<file path="src/sv/tcd_pkg.sv">
// Shared types, constants and reset values for the tilt conditioner.
package tcd_pkg;

  // Samples summed before offsets are fixed
  localparam int CAL_SAMPLES = 100;
  localparam int CNT_W       = $clog2(CAL_SAMPLES + 1);

  // Sum magnitude bound: 255 samples of 32768 stay below 2**23
  localparam int SUM_W       = 24;
  localparam int SUM_MAG_W   = SUM_W - 1;

  // Divide by CAL_SAMPLES as multiply by a rounded-up reciprocal and shift
  localparam int DIV_SHIFT   = SUM_MAG_W + $clog2(CAL_SAMPLES);
  localparam int RECIP_W     = SUM_MAG_W + 1;
  localparam logic [RECIP_W-1:0] RECIP =
    RECIP_W'(((64'd1 << DIV_SHIFT) + 64'(CAL_SAMPLES) - 64'd1) / 64'(CAL_SAMPLES));
  localparam int PROD_W      = SUM_MAG_W + RECIP_W;

  // Queue between front and back
  localparam int QDEPTH      = 2;
  localparam int QPTR_W      = (QDEPTH > 1) ? $clog2(QDEPTH) : 1;
  localparam int QCNT_W      = $clog2(QDEPTH + 1);

  // Configuration register indexes
  localparam logic [1:0] REG_ALPHA    = 2'd0;
  localparam logic [1:0] REG_DEADBAND = 2'd1;
  localparam logic [1:0] REG_ONE_G    = 2'd2;
  localparam logic [1:0] REG_TIMEOUT  = 2'd3;

  // Configuration reset values
  localparam logic [15:0] ALPHA_RST    = 16'd16384;
  localparam logic [14:0] DEADBAND_RST = 15'd100;
  localparam logic [14:0] ONE_G_RST    = 15'd16384;
  localparam logic [7:0]  TIMEOUT_RST  = 8'd5;

  // Unity gain in Q15
  localparam logic [15:0] ALPHA_ONE    = 16'd32768;
  localparam int          Q_FRAC       = 15;

  // Input commands
  localparam logic [1:0] CMD_TICK     = 2'd0;
  localparam logic [1:0] CMD_DONE     = 2'd1;
  localparam logic [1:0] CMD_BUS_ERR  = 2'd2;
  localparam logic [1:0] CMD_RESTART  = 2'd3;

  // Work passed from front to back
  typedef enum logic [1:0] {
    OP_NONE,
    OP_SAMPLE,
    OP_BUS_ERR,
    OP_RESTART
  } op_t;

  typedef struct packed {
    op_t                op;
    logic               start;
    logic               abort;
    logic signed [15:0] x;
    logic signed [15:0] y;
    logic signed [15:0] z;
  } qent_t;

  // Registers the back part needs
  typedef struct packed {
    logic [15:0] alpha;
    logic [14:0] deadband;
    logic [14:0] one_g;
  } back_cfg_t;

endpackage

</file>
<file path="src/sv/tcd_front.sv">
// Front part: accepts items, runs the read/timeout tracker and classifies work.
module tcd_front (
  input  logic                 clk,
  input  logic                 rst_n,
  input  logic                 in_valid,
  output logic                 in_ready,
  input  logic [1:0]           in_command,
  input  logic signed [15:0]   in_raw_x,
  input  logic signed [15:0]   in_raw_y,
  input  logic signed [15:0]   in_raw_z,
  input  logic [7:0]           timeout_ticks,
  input  logic                 q_full,
  output logic                 q_push,
  output tcd_pkg::qent_t       q_wdata
);
  import tcd_pkg::*;

  logic       busy_r, busy_nxt;
  logic [7:0] busy_cnt_r, busy_cnt_nxt;
  logic [7:0] cnt_inc;

  assign in_ready = !q_full;
  assign q_push   = in_valid && in_ready;
  assign cnt_inc  = busy_cnt_r + 8'd1;

  // Classify the command and advance the read tracker
  always_comb begin
    busy_nxt      = busy_r;
    busy_cnt_nxt  = busy_cnt_r;
    q_wdata.op    = OP_NONE;
    q_wdata.start = 1'b0;
    q_wdata.abort = 1'b0;
    q_wdata.x     = in_raw_x;
    q_wdata.y     = in_raw_y;
    q_wdata.z     = in_raw_z;
    unique case (in_command)
      CMD_TICK: begin
        if (busy_r) begin
          busy_cnt_nxt = cnt_inc;
          if (cnt_inc >= timeout_ticks) begin
            q_wdata.abort = 1'b1;
            busy_nxt      = 1'b0;
            busy_cnt_nxt  = 8'd0;
          end
        end else begin
          q_wdata.start = 1'b1;
          busy_nxt      = 1'b1;
          busy_cnt_nxt  = 8'd0;
        end
      end
      CMD_DONE: begin
        // a completion with no read outstanding carries no sample
        if (busy_r) begin
          q_wdata.op   = OP_SAMPLE;
          busy_nxt     = 1'b0;
          busy_cnt_nxt = 8'd0;
        end
      end
      CMD_BUS_ERR: begin
        q_wdata.op   = OP_BUS_ERR;
        busy_nxt     = 1'b0;
        busy_cnt_nxt = 8'd0;
      end
      CMD_RESTART: begin
        q_wdata.op = OP_RESTART;
      end
      default: begin
        q_wdata.op = OP_NONE;
      end
    endcase
  end

  // Hold tracker state
  always_ff @(posedge clk) begin
    if (!rst_n) begin
      busy_r     <= 1'b0;
      busy_cnt_r <= 8'd0;
    end else if (q_push) begin
      busy_r     <= busy_nxt;
      busy_cnt_r <= busy_cnt_nxt;
    end
  end

endmodule

</file>
<file path="src/sv/tcd_queue.sv">
// Short FIFO between the front and back parts.
module tcd_queue (
  input  logic           clk,
  input  logic           rst_n,
  input  logic           push,
  input  tcd_pkg::qent_t wdata,
  input  logic           pop,
  output tcd_pkg::qent_t rdata,
  output logic           full,
  output logic           empty
);
  import tcd_pkg::*;

  qent_t             mem_r [QDEPTH];
  logic [QPTR_W-1:0] wr_ptr_r, rd_ptr_r;
  logic [QCNT_W-1:0] cnt_r;

  assign full  = (cnt_r == QCNT_W'(QDEPTH));
  assign empty = (cnt_r == '0);
  assign rdata = mem_r[rd_ptr_r];

  // Store entries
  always_ff @(posedge clk) begin
    if (push) begin
      mem_r[wr_ptr_r] <= wdata;
    end
  end

  // Advance pointers and fill count
  always_ff @(posedge clk) begin
    if (!rst_n) begin
      wr_ptr_r <= '0;
      rd_ptr_r <= '0;
      cnt_r    <= '0;
    end else begin
      if (push) begin
        wr_ptr_r <= (wr_ptr_r == QPTR_W'(QDEPTH - 1)) ? '0 : wr_ptr_r + 1'b1;
      end
      if (pop) begin
        rd_ptr_r <= (rd_ptr_r == QPTR_W'(QDEPTH - 1)) ? '0 : rd_ptr_r + 1'b1;
      end
      if (push && !pop) begin
        cnt_r <= cnt_r + 1'b1;
      end else if (pop && !push) begin
        cnt_r <= cnt_r - 1'b1;
      end
    end
  end

  // Transfers never overrun or underrun
  assert property (@(posedge clk) disable iff (!rst_n) pop |-> !empty)
    else $error("queue pop while empty");
  assert property (@(posedge clk) disable iff (!rst_n) (push && !pop) |-> !full)
    else $error("queue push while full");

endmodule

</file>
<file path="src/sv/tcd_back.sv">
// Back part: calibration sums, offset divide, EMA, deadband and result register.
module tcd_back (
  input  logic                 clk,
  input  logic                 rst_n,
  input  tcd_pkg::back_cfg_t   cfg,
  input  logic                 q_empty,
  input  tcd_pkg::qent_t       q_rdata,
  output logic                 q_pop,
  output logic                 out_valid,
  input  logic                 out_ready,
  output logic signed [15:0]   out_tilt_x,
  output logic signed [15:0]   out_tilt_y,
  output logic                 out_start_read,
  output logic                 out_abort_read,
  output logic                 out_calibrating
);
  import tcd_pkg::*;

  typedef enum logic [1:0] {
    AX_X,
    AX_Y,
    AX_Z
  } axis_t;

  // Calibration state
  logic                    in_cal_r, in_cal_nxt;
  logic [CNT_W-1:0]        cal_cnt_r, cal_cnt_nxt, cnt_inc;
  logic signed [SUM_W-1:0] sum_x_r, sum_y_r, sum_z_r;
  logic signed [SUM_W-1:0] sum_x_nxt, sum_y_nxt, sum_z_nxt;
  logic signed [15:0]      off_x_r, off_y_r, off_z_r;
  // Filter state
  logic signed [16:0]      avg_x_r, avg_y_r, avg_x_nxt, avg_y_nxt;
  logic signed [15:0]      pub_x_r, pub_y_r, pub_x_nxt, pub_y_nxt;
  // Offset divide sequencer
  logic                    div_act_r, div_act_nxt;
  axis_t                   div_sel_r, div_sel_nxt;
  // Result register
  logic                    out_valid_r, start_r, abort_r;

  logic                    cal_done;
  logic [15:0]             alpha_sat;
  logic signed [15:0]      cx, cy;

  // Divider datapath
  logic signed [SUM_W-1:0] div_in;
  logic                    div_neg;
  logic [SUM_W-1:0]        div_abs;
  logic [PROD_W-1:0]       div_prod;
  logic [16:0]             q_mag;
  logic signed [16:0]      q_sgn;
  logic signed [17:0]      z_off;

  // EMA step: avg + floor(a * (sample - avg) / 2**15)
  function automatic logic signed [16:0] ema_step(
    input logic signed [16:0] avg,
    input logic signed [15:0] smp,
    input logic [15:0]        a
  );
    logic signed [17:0] err;
    logic signed [16:0] a_s;
    logic signed [34:0] prod;
    logic signed [19:0] d;
    logic signed [19:0] acc;
    err  = 18'(smp) - 18'(avg);
    a_s  = $signed({1'b0, a});
    prod = 35'(a_s) * 35'(err);
    d    = prod[34:Q_FRAC];
    acc  = 20'(avg) + d;
    return acc[16:0];
  endfunction

  // Zero values whose magnitude is strictly under the deadband
  function automatic logic signed [15:0] dead_zone(
    input logic signed [15:0] v,
    input logic [14:0]        db
  );
    logic signed [16:0] vv;
    logic signed [16:0] dbs;
    vv  = 17'(v);
    dbs = $signed({2'b00, db});
    return (vv > -dbs && vv < dbs) ? 16'sd0 : v;
  endfunction

  assign q_pop     = !q_empty && !div_act_r && (!out_valid_r || out_ready);
  assign alpha_sat = (cfg.alpha > ALPHA_ONE) ? ALPHA_ONE : cfg.alpha;
  assign cx        = q_rdata.x - off_x_r;
  assign cy        = q_rdata.y - off_y_r;
  assign cnt_inc   = cal_cnt_r + 1'b1;
  assign cal_done  = (cnt_inc == CNT_W'(CAL_SAMPLES));

  // Select a sum and divide it by the sample count, truncating toward zero
  always_comb begin
    case (div_sel_r)
      AX_X:    div_in = sum_x_r;
      AX_Y:    div_in = sum_y_r;
      default: div_in = sum_z_r;
    endcase
    div_neg  = div_in[SUM_W-1];
    div_abs  = div_neg ? SUM_W'(-div_in) : SUM_W'(div_in);
    div_prod = PROD_W'(div_abs[SUM_MAG_W-1:0]) * PROD_W'(RECIP);
    q_mag    = 17'(div_prod >> DIV_SHIFT);
    q_sgn    = div_neg ? -$signed(q_mag) : $signed(q_mag);
    z_off    = 18'(q_sgn) - $signed({3'b000, cfg.one_g});
  end

  // Work out the next state for the popped entry
  always_comb begin
    in_cal_nxt  = in_cal_r;
    cal_cnt_nxt = cal_cnt_r;
    sum_x_nxt   = sum_x_r;
    sum_y_nxt   = sum_y_r;
    sum_z_nxt   = sum_z_r;
    avg_x_nxt   = avg_x_r;
    avg_y_nxt   = avg_y_r;
    pub_x_nxt   = pub_x_r;
    pub_y_nxt   = pub_y_r;
    div_act_nxt = 1'b0;
    div_sel_nxt = AX_X;
    unique case (q_rdata.op)
      OP_SAMPLE: begin
        if (in_cal_r) begin
          sum_x_nxt   = sum_x_r + SUM_W'(q_rdata.x);
          sum_y_nxt   = sum_y_r + SUM_W'(q_rdata.y);
          sum_z_nxt   = sum_z_r + SUM_W'(q_rdata.z);
          cal_cnt_nxt = cnt_inc;
          if (cal_done) begin
            in_cal_nxt  = 1'b0;
            cal_cnt_nxt = '0;
            avg_x_nxt   = '0;
            avg_y_nxt   = '0;
            pub_x_nxt   = '0;
            pub_y_nxt   = '0;
            div_act_nxt = 1'b1;
          end
        end else begin
          avg_x_nxt = ema_step(avg_x_r, cx, alpha_sat);
          avg_y_nxt = ema_step(avg_y_r, cy, alpha_sat);
          pub_x_nxt = dead_zone(avg_x_nxt[15:0], cfg.deadband);
          pub_y_nxt = dead_zone(avg_y_nxt[15:0], cfg.deadband);
        end
      end
      OP_BUS_ERR: begin
        // an error mid-calibration starts the count over
        if (in_cal_r) begin
          cal_cnt_nxt = '0;
          sum_x_nxt   = '0;
          sum_y_nxt   = '0;
          sum_z_nxt   = '0;
        end
      end
      OP_RESTART: begin
        in_cal_nxt  = 1'b1;
        cal_cnt_nxt = '0;
        sum_x_nxt   = '0;
        sum_y_nxt   = '0;
        sum_z_nxt   = '0;
      end
      default: begin
        in_cal_nxt = in_cal_r;
      end
    endcase
  end

  // Hold state, run the divide sequencer and load the result register
  always_ff @(posedge clk) begin
    if (!rst_n) begin
      in_cal_r    <= 1'b1;
      cal_cnt_r   <= '0;
      sum_x_r     <= '0;
      sum_y_r     <= '0;
      sum_z_r     <= '0;
      off_x_r     <= '0;
      off_y_r     <= '0;
      off_z_r     <= '0;
      avg_x_r     <= '0;
      avg_y_r     <= '0;
      pub_x_r     <= '0;
      pub_y_r     <= '0;
      div_act_r   <= 1'b0;
      div_sel_r   <= AX_X;
      out_valid_r <= 1'b0;
      start_r     <= 1'b0;
      abort_r     <= 1'b0;
    end else begin
      if (div_act_r) begin
        case (div_sel_r)
          AX_X: begin
            off_x_r   <= q_sgn[15:0];
            div_sel_r <= AX_Y;
          end
          AX_Y: begin
            off_y_r   <= q_sgn[15:0];
            div_sel_r <= AX_Z;
          end
          default: begin
            off_z_r   <= z_off[15:0];
            div_sel_r <= AX_X;
            div_act_r <= 1'b0;
          end
        endcase
      end
      if (q_pop) begin
        in_cal_r    <= in_cal_nxt;
        cal_cnt_r   <= cal_cnt_nxt;
        sum_x_r     <= sum_x_nxt;
        sum_y_r     <= sum_y_nxt;
        sum_z_r     <= sum_z_nxt;
        avg_x_r     <= avg_x_nxt;
        avg_y_r     <= avg_y_nxt;
        pub_x_r     <= pub_x_nxt;
        pub_y_r     <= pub_y_nxt;
        div_act_r   <= div_act_nxt;
        div_sel_r   <= div_sel_nxt;
        out_valid_r <= 1'b1;
        start_r     <= q_rdata.start;
        abort_r     <= q_rdata.abort;
      end else if (out_ready) begin
        out_valid_r <= 1'b0;
      end
    end
  end

  assign out_valid       = out_valid_r;
  assign out_tilt_x      = pub_x_r;
  assign out_tilt_y      = pub_y_r;
  assign out_start_read  = start_r;
  assign out_abort_read  = abort_r;
  assign out_calibrating = in_cal_r;

  // No entry is taken while offsets are still being computed
  assert property (@(posedge clk) disable iff (!rst_n) div_act_r |-> !q_pop)
    else $error("entry taken during offset divide");
  // Closing calibration publishes zero tilt and drops the flag
  assert property (@(posedge clk) disable iff (!rst_n)
    (q_pop && in_cal_r && q_rdata.op == OP_SAMPLE && cal_done) |=>
      (!in_cal_r && pub_x_r == 16'sd0 && pub_y_r == 16'sd0 && div_act_r))
    else $error("calibration end not applied");
  // The sample count is idle outside calibration
  assert property (@(posedge clk) disable iff (!rst_n) !in_cal_r |-> cal_cnt_r == '0)
    else $error("sample count running outside calibration");

endmodule

</file>
<file path="src/sv/tilt_calibrate_ema_deadband.sv">
// Top level of the tilt conditioner: configuration registers and part wiring.
//
//   channel  direction  handshake                 payload
//   in_      sink       in_valid / in_ready       command, raw_x, raw_y, raw_z
//   out_     source     out_valid / out_ready     tilt_x, tilt_y, start_read,
//                                                 abort_read, calibrating
//   cfg_     sink       cfg_we (no wait)          cfg_index, cfg_data
//
// One item in and one result out per cycle when neither side stalls. An item
// passes from the front into the queue and from the queue through the back into
// the result register. The sample that closes calibration holds the back part
// while the three offsets pass one at a time through the shared reciprocal
// multiplier. A stalled result only holds the back part; the front keeps taking
// items until the two-entry queue fills. Reset is synchronous and active low and
// restores all registers but the queue storage to their start values.
module tilt_calibrate_ema_deadband (
  input  logic                 clk,
  input  logic                 rst_n,
  input  logic                 in_valid,
  output logic                 in_ready,
  input  logic [1:0]           in_command,
  input  logic signed [15:0]   in_raw_x,
  input  logic signed [15:0]   in_raw_y,
  input  logic signed [15:0]   in_raw_z,
  output logic                 out_valid,
  input  logic                 out_ready,
  output logic signed [15:0]   out_tilt_x,
  output logic signed [15:0]   out_tilt_y,
  output logic                 out_start_read,
  output logic                 out_abort_read,
  output logic                 out_calibrating,
  input  logic                 cfg_we,
  input  logic [1:0]           cfg_index,
  input  logic [15:0]          cfg_data
);
  import tcd_pkg::*;

  logic [15:0] alpha_r;
  logic [14:0] deadband_r;
  logic [14:0] one_g_r;
  logic [7:0]  timeout_r;

  back_cfg_t   back_cfg;
  qent_t       q_wdata, q_rdata;
  logic        q_push, q_pop, q_full, q_empty;

  // Write configuration registers
  always_ff @(posedge clk) begin
    if (!rst_n) begin
      alpha_r    <= ALPHA_RST;
      deadband_r <= DEADBAND_RST;
      one_g_r    <= ONE_G_RST;
      timeout_r  <= TIMEOUT_RST;
    end else if (cfg_we) begin
      unique case (cfg_index)
        REG_ALPHA:    alpha_r    <= cfg_data;
        REG_DEADBAND: deadband_r <= cfg_data[14:0];
        REG_ONE_G:    one_g_r    <= cfg_data[14:0];
        REG_TIMEOUT:  timeout_r  <= cfg_data[7:0];
        default:      alpha_r    <= alpha_r;
      endcase
    end
  end

  assign back_cfg.alpha    = alpha_r;
  assign back_cfg.deadband = deadband_r;
  assign back_cfg.one_g    = one_g_r;

  tcd_front u_front (
    .clk           (clk),
    .rst_n         (rst_n),
    .in_valid      (in_valid),
    .in_ready      (in_ready),
    .in_command    (in_command),
    .in_raw_x      (in_raw_x),
    .in_raw_y      (in_raw_y),
    .in_raw_z      (in_raw_z),
    .timeout_ticks (timeout_r),
    .q_full        (q_full),
    .q_push        (q_push),
    .q_wdata       (q_wdata)
  );

  tcd_queue u_queue (
    .clk   (clk),
    .rst_n (rst_n),
    .push  (q_push),
    .wdata (q_wdata),
    .pop   (q_pop),
    .rdata (q_rdata),
    .full  (q_full),
    .empty (q_empty)
  );

  tcd_back u_back (
    .clk             (clk),
    .rst_n           (rst_n),
    .cfg             (back_cfg),
    .q_empty         (q_empty),
    .q_rdata         (q_rdata),
    .q_pop           (q_pop),
    .out_valid       (out_valid),
    .out_ready       (out_ready),
    .out_tilt_x      (out_tilt_x),
    .out_tilt_y      (out_tilt_y),
    .out_start_read  (out_start_read),
    .out_abort_read  (out_abort_read),
    .out_calibrating (out_calibrating)
  );

endmodule
</file>
<file path="config.mk">
export PLATFORM = sky130hd
export DESIGN_NAME = tilt_calibrate_ema_deadband
export DESIGN_NICKNAME = d
export VERILOG_FILES = /design/src/sv/tcd_pkg.sv /design/src/sv/tcd_front.sv /design/src/sv/tcd_queue.sv /design/src/sv/tcd_back.sv /design/src/sv/tilt_calibrate_ema_deadband.sv
export SDC_FILE = /design/constraint.sdc
export NUM_CORES = 2
export LEC_CHECK = 0
export BUFFER_PORTS_ARGS = -buffer_cell sky130_fd_sc_hd__buf_2
export CAP_MARGIN = 20
export CORE_ASPECT_RATIO = 0.8
export CORE_MARGIN = 3
export CORE_UTILIZATION = 40
export DETAILED_ROUTE_END_ITERATION = 8
export PLACE_DENSITY = 0.61
export SYNTH_ARGS = -nofsm -noshare
export SYNTH_HDL_FRONTEND = slang
export SYNTH_HIERARCHICAL = 1
export SYNTH_SLANG_ARGS = --single-unit
</file>
<file path="constraint.sdc">
create_clock -name clk -period 12.75 [get_ports clk]
set_input_delay 1.275 -clock clk [delete_from_list [all_inputs] [get_ports clk]]
set_output_delay 1.275 -clock clk [all_outputs]
set_load 0.05 [all_outputs]
</file>
==> impl_metrics.yaml <==
run_status:
  status: "finished, final reports clean"
sta:
  finalHoldViolations: 0
  slew_viol_final: 0
  skew_ps: 34.0
  worst_slack_ps: 257
  tightest_slew_ps: 1100
  post-route-period-util_pct: 98.0
  hold_ws_ps: 445
  rsz0062_at_grt: "yes"
  final-setup-viol-count: 0
  fin_crit_ps: 12490
  max_slew_margin_pct: 25.9
  clock.fmax_mhz: 80.0
clock_tree:
  clock_path_buffers: 3
  h-tree-depth: 2
  cts-buffers-inserted: 35
  insertion_delay_ps: 560
  root_buffer: "clkbuf_16"
  holdBufCountCts: 0
  cts_sinks: 341
  clk_pin_slew_worst_paths_ps: 60
  cts_tree: "built"
grt:
  grt_pass1_wl_um: 235000
  grt_max_degree: 79
  grt_usage_pct: 22.4
  overflow: 0
  antenna_found_initial: 2
  grt_pass1_vias: 40120
detailed_routing:
  vias: 40362
  viasPerCell: 5.14
  drtPass1Iterations: 5
  drc: 0
  drt-total-wl_um: 153000
  wl_per_cell_um: 19.4
  ant_nets: 0
  drt_iter0_markers: 2956
placement:
  place_congestion: 0.938
  dpl_cell_area_um2: 56400
  hpwlAfterDp_um: 127000
  io_buffers: 109
  dp_slack_ps: -284
finish:
  fin_nets: 7557
  fillers: 12342
  area_growth_pct: 13.8
  drive_gt1_share_pct: 14.1
  design_area_um2: 59300
setup_path:
  cpPeakStageDelay_ps: 520
  worstPathMaxFanout: 7
  reg2regPathDepth: 61
  crit_type: "reg2reg"
  cp_data_required_time_ps: 13180
  r2r_setup_slack_ps: 260
  startpoint_type: "register"
  r2r-end: "u_back/out_tilt_y[0]$_SDFFE_PN0P_"
  crit_arrival_ps: 12930
  cp-end-kind: "register"
  critical-path-slowest-cell: "fa_1"
  worst_path_most_repeated_cell: "fa_1"
logic_synthesis:
  synth_cells: 5754
  syn_avg_cell_area_um2: 9.05
  yosysWarnings: 6
  syn_area_um2: 52100
  synth_nets: 7219
floorplanning:
  start_util_pct: 40.6
  core-area_um2: 128000
  die_w_um: 409
  row_count: 117
  dieHeight_um: 329
  die_area_um2: 135000
  ios: 110
min_path:
  hp-class: "reg2reg"
  min_path_cells: 2
  hold-path-endpoint: "u_back/out_tilt_y[10]$_SDFFE_PN0P_"
  hp-start: "u_back/out_tilt_y[10]$_SDFFE_PN0P_"
job:
  maxCapViolCount: 0
==> worst max-delay path, delay by kind of cell, from the launching register on <==
kind                       cells  cell delay (ps)
muxes                          2              460
and+or+nand+nor               16             1990
buffers and inverters         12             1470
AOI/OAI and AO/OA             17             3220
xor gates and xnor gates       3              460
adders and majority gates     11             4370
DFF                            1              370
==> flip-flops by register name, summed over array words and instances (netlist names), 17 cells and up, named ones only <==
name and cells:
u_queue/mem_r 104, u_back/avg_x_r 17, u_back/sum_z_r 24, u_back/sum_x_r 24
u_back/avg_y_r 17, u_back/sum_y_r 24
==> stage by stage <==
step                utilization [%]  cells  setup TNS (ps)
floorplan                         -   5754               0
global placement               44.0   7721           -3700
detailed placement             44.0   7723           -6600
CTS                            45.0   7790               0
global route                   46.2   7843           -6370
finish                         46.2   7845               0
==> area by class of cell <==
class | count | area (um^2) | area share (%)
tap | 1725 | 2160 | 3.64
inverter | 1168 | 4380 | 7.40
clock buffer | 41 | 918 | 1.55
sequential | 341 | 7870 | 13.3
antenna | 2 | 5.00 | 0.00845
multi-input combinational | 4038 | 40000 | 67.5
clock inverter | 22 | 213 | 0.359
timing repair buffer | 508 | 3680 | 6.22
==> metal layers <==
layer,vias up,wire length (um),share of wire [%],global-route usage (%)
met5,-,13,0.0085,0
met4,2,2890,1.9,3.99
met3,155,15000,9.9,5.67
met2,1413,63100,41,32.5
met1,19775,71500,47,33.7
li1,19017,-,-,-
==> timing repair <==
item,CTS,global route
resized for setup,19,225
setup buffers,3,49
setup endpoints to repair,31,33
cloned,1,2
pin swaps,8,170
==> placed cells by master (no fill, tap or decap), types with 56 or more instances in the layout <==
master and n:
xor2_1 79, nand2_1 494, a21o_1 75, ha_1 614, o21ai_0 68, fa_1 741, buf_4 379, nor3_1 56
dfxtp_1 236, a21oi_1 180, xnor2_1 203, edfxtp_1 104, a22oi_1 75, o21ai_1 64, buf_2 108, inv_1 1148
mux2i_1 66, nor2b_1 93, nor2_1 480
==> how the worst max path moves through the flow <==
stage	startpoint	end
after floorplan	register	u_back/out_tilt_x[8]$_SDFFE_PN0P_
after global placement	register	u_back/out_tilt_y[0]$_SDFFE_PN0P_
after detailed placement	register	u_back/out_tilt_y[14]$_SDFFE_PN0P_
after CTS	register	u_back/out_tilt_x[5]$_SDFFE_PN0P_
after global routing	register	u_back/out_tilt_y[14]$_SDFFE_PN0P_
final	register	u_back/out_tilt_y[0]$_SDFFE_PN0P_
Power is not shown: default switching activity piles up to over one toggle a cycle in this logic, so the estimate is an artifact.
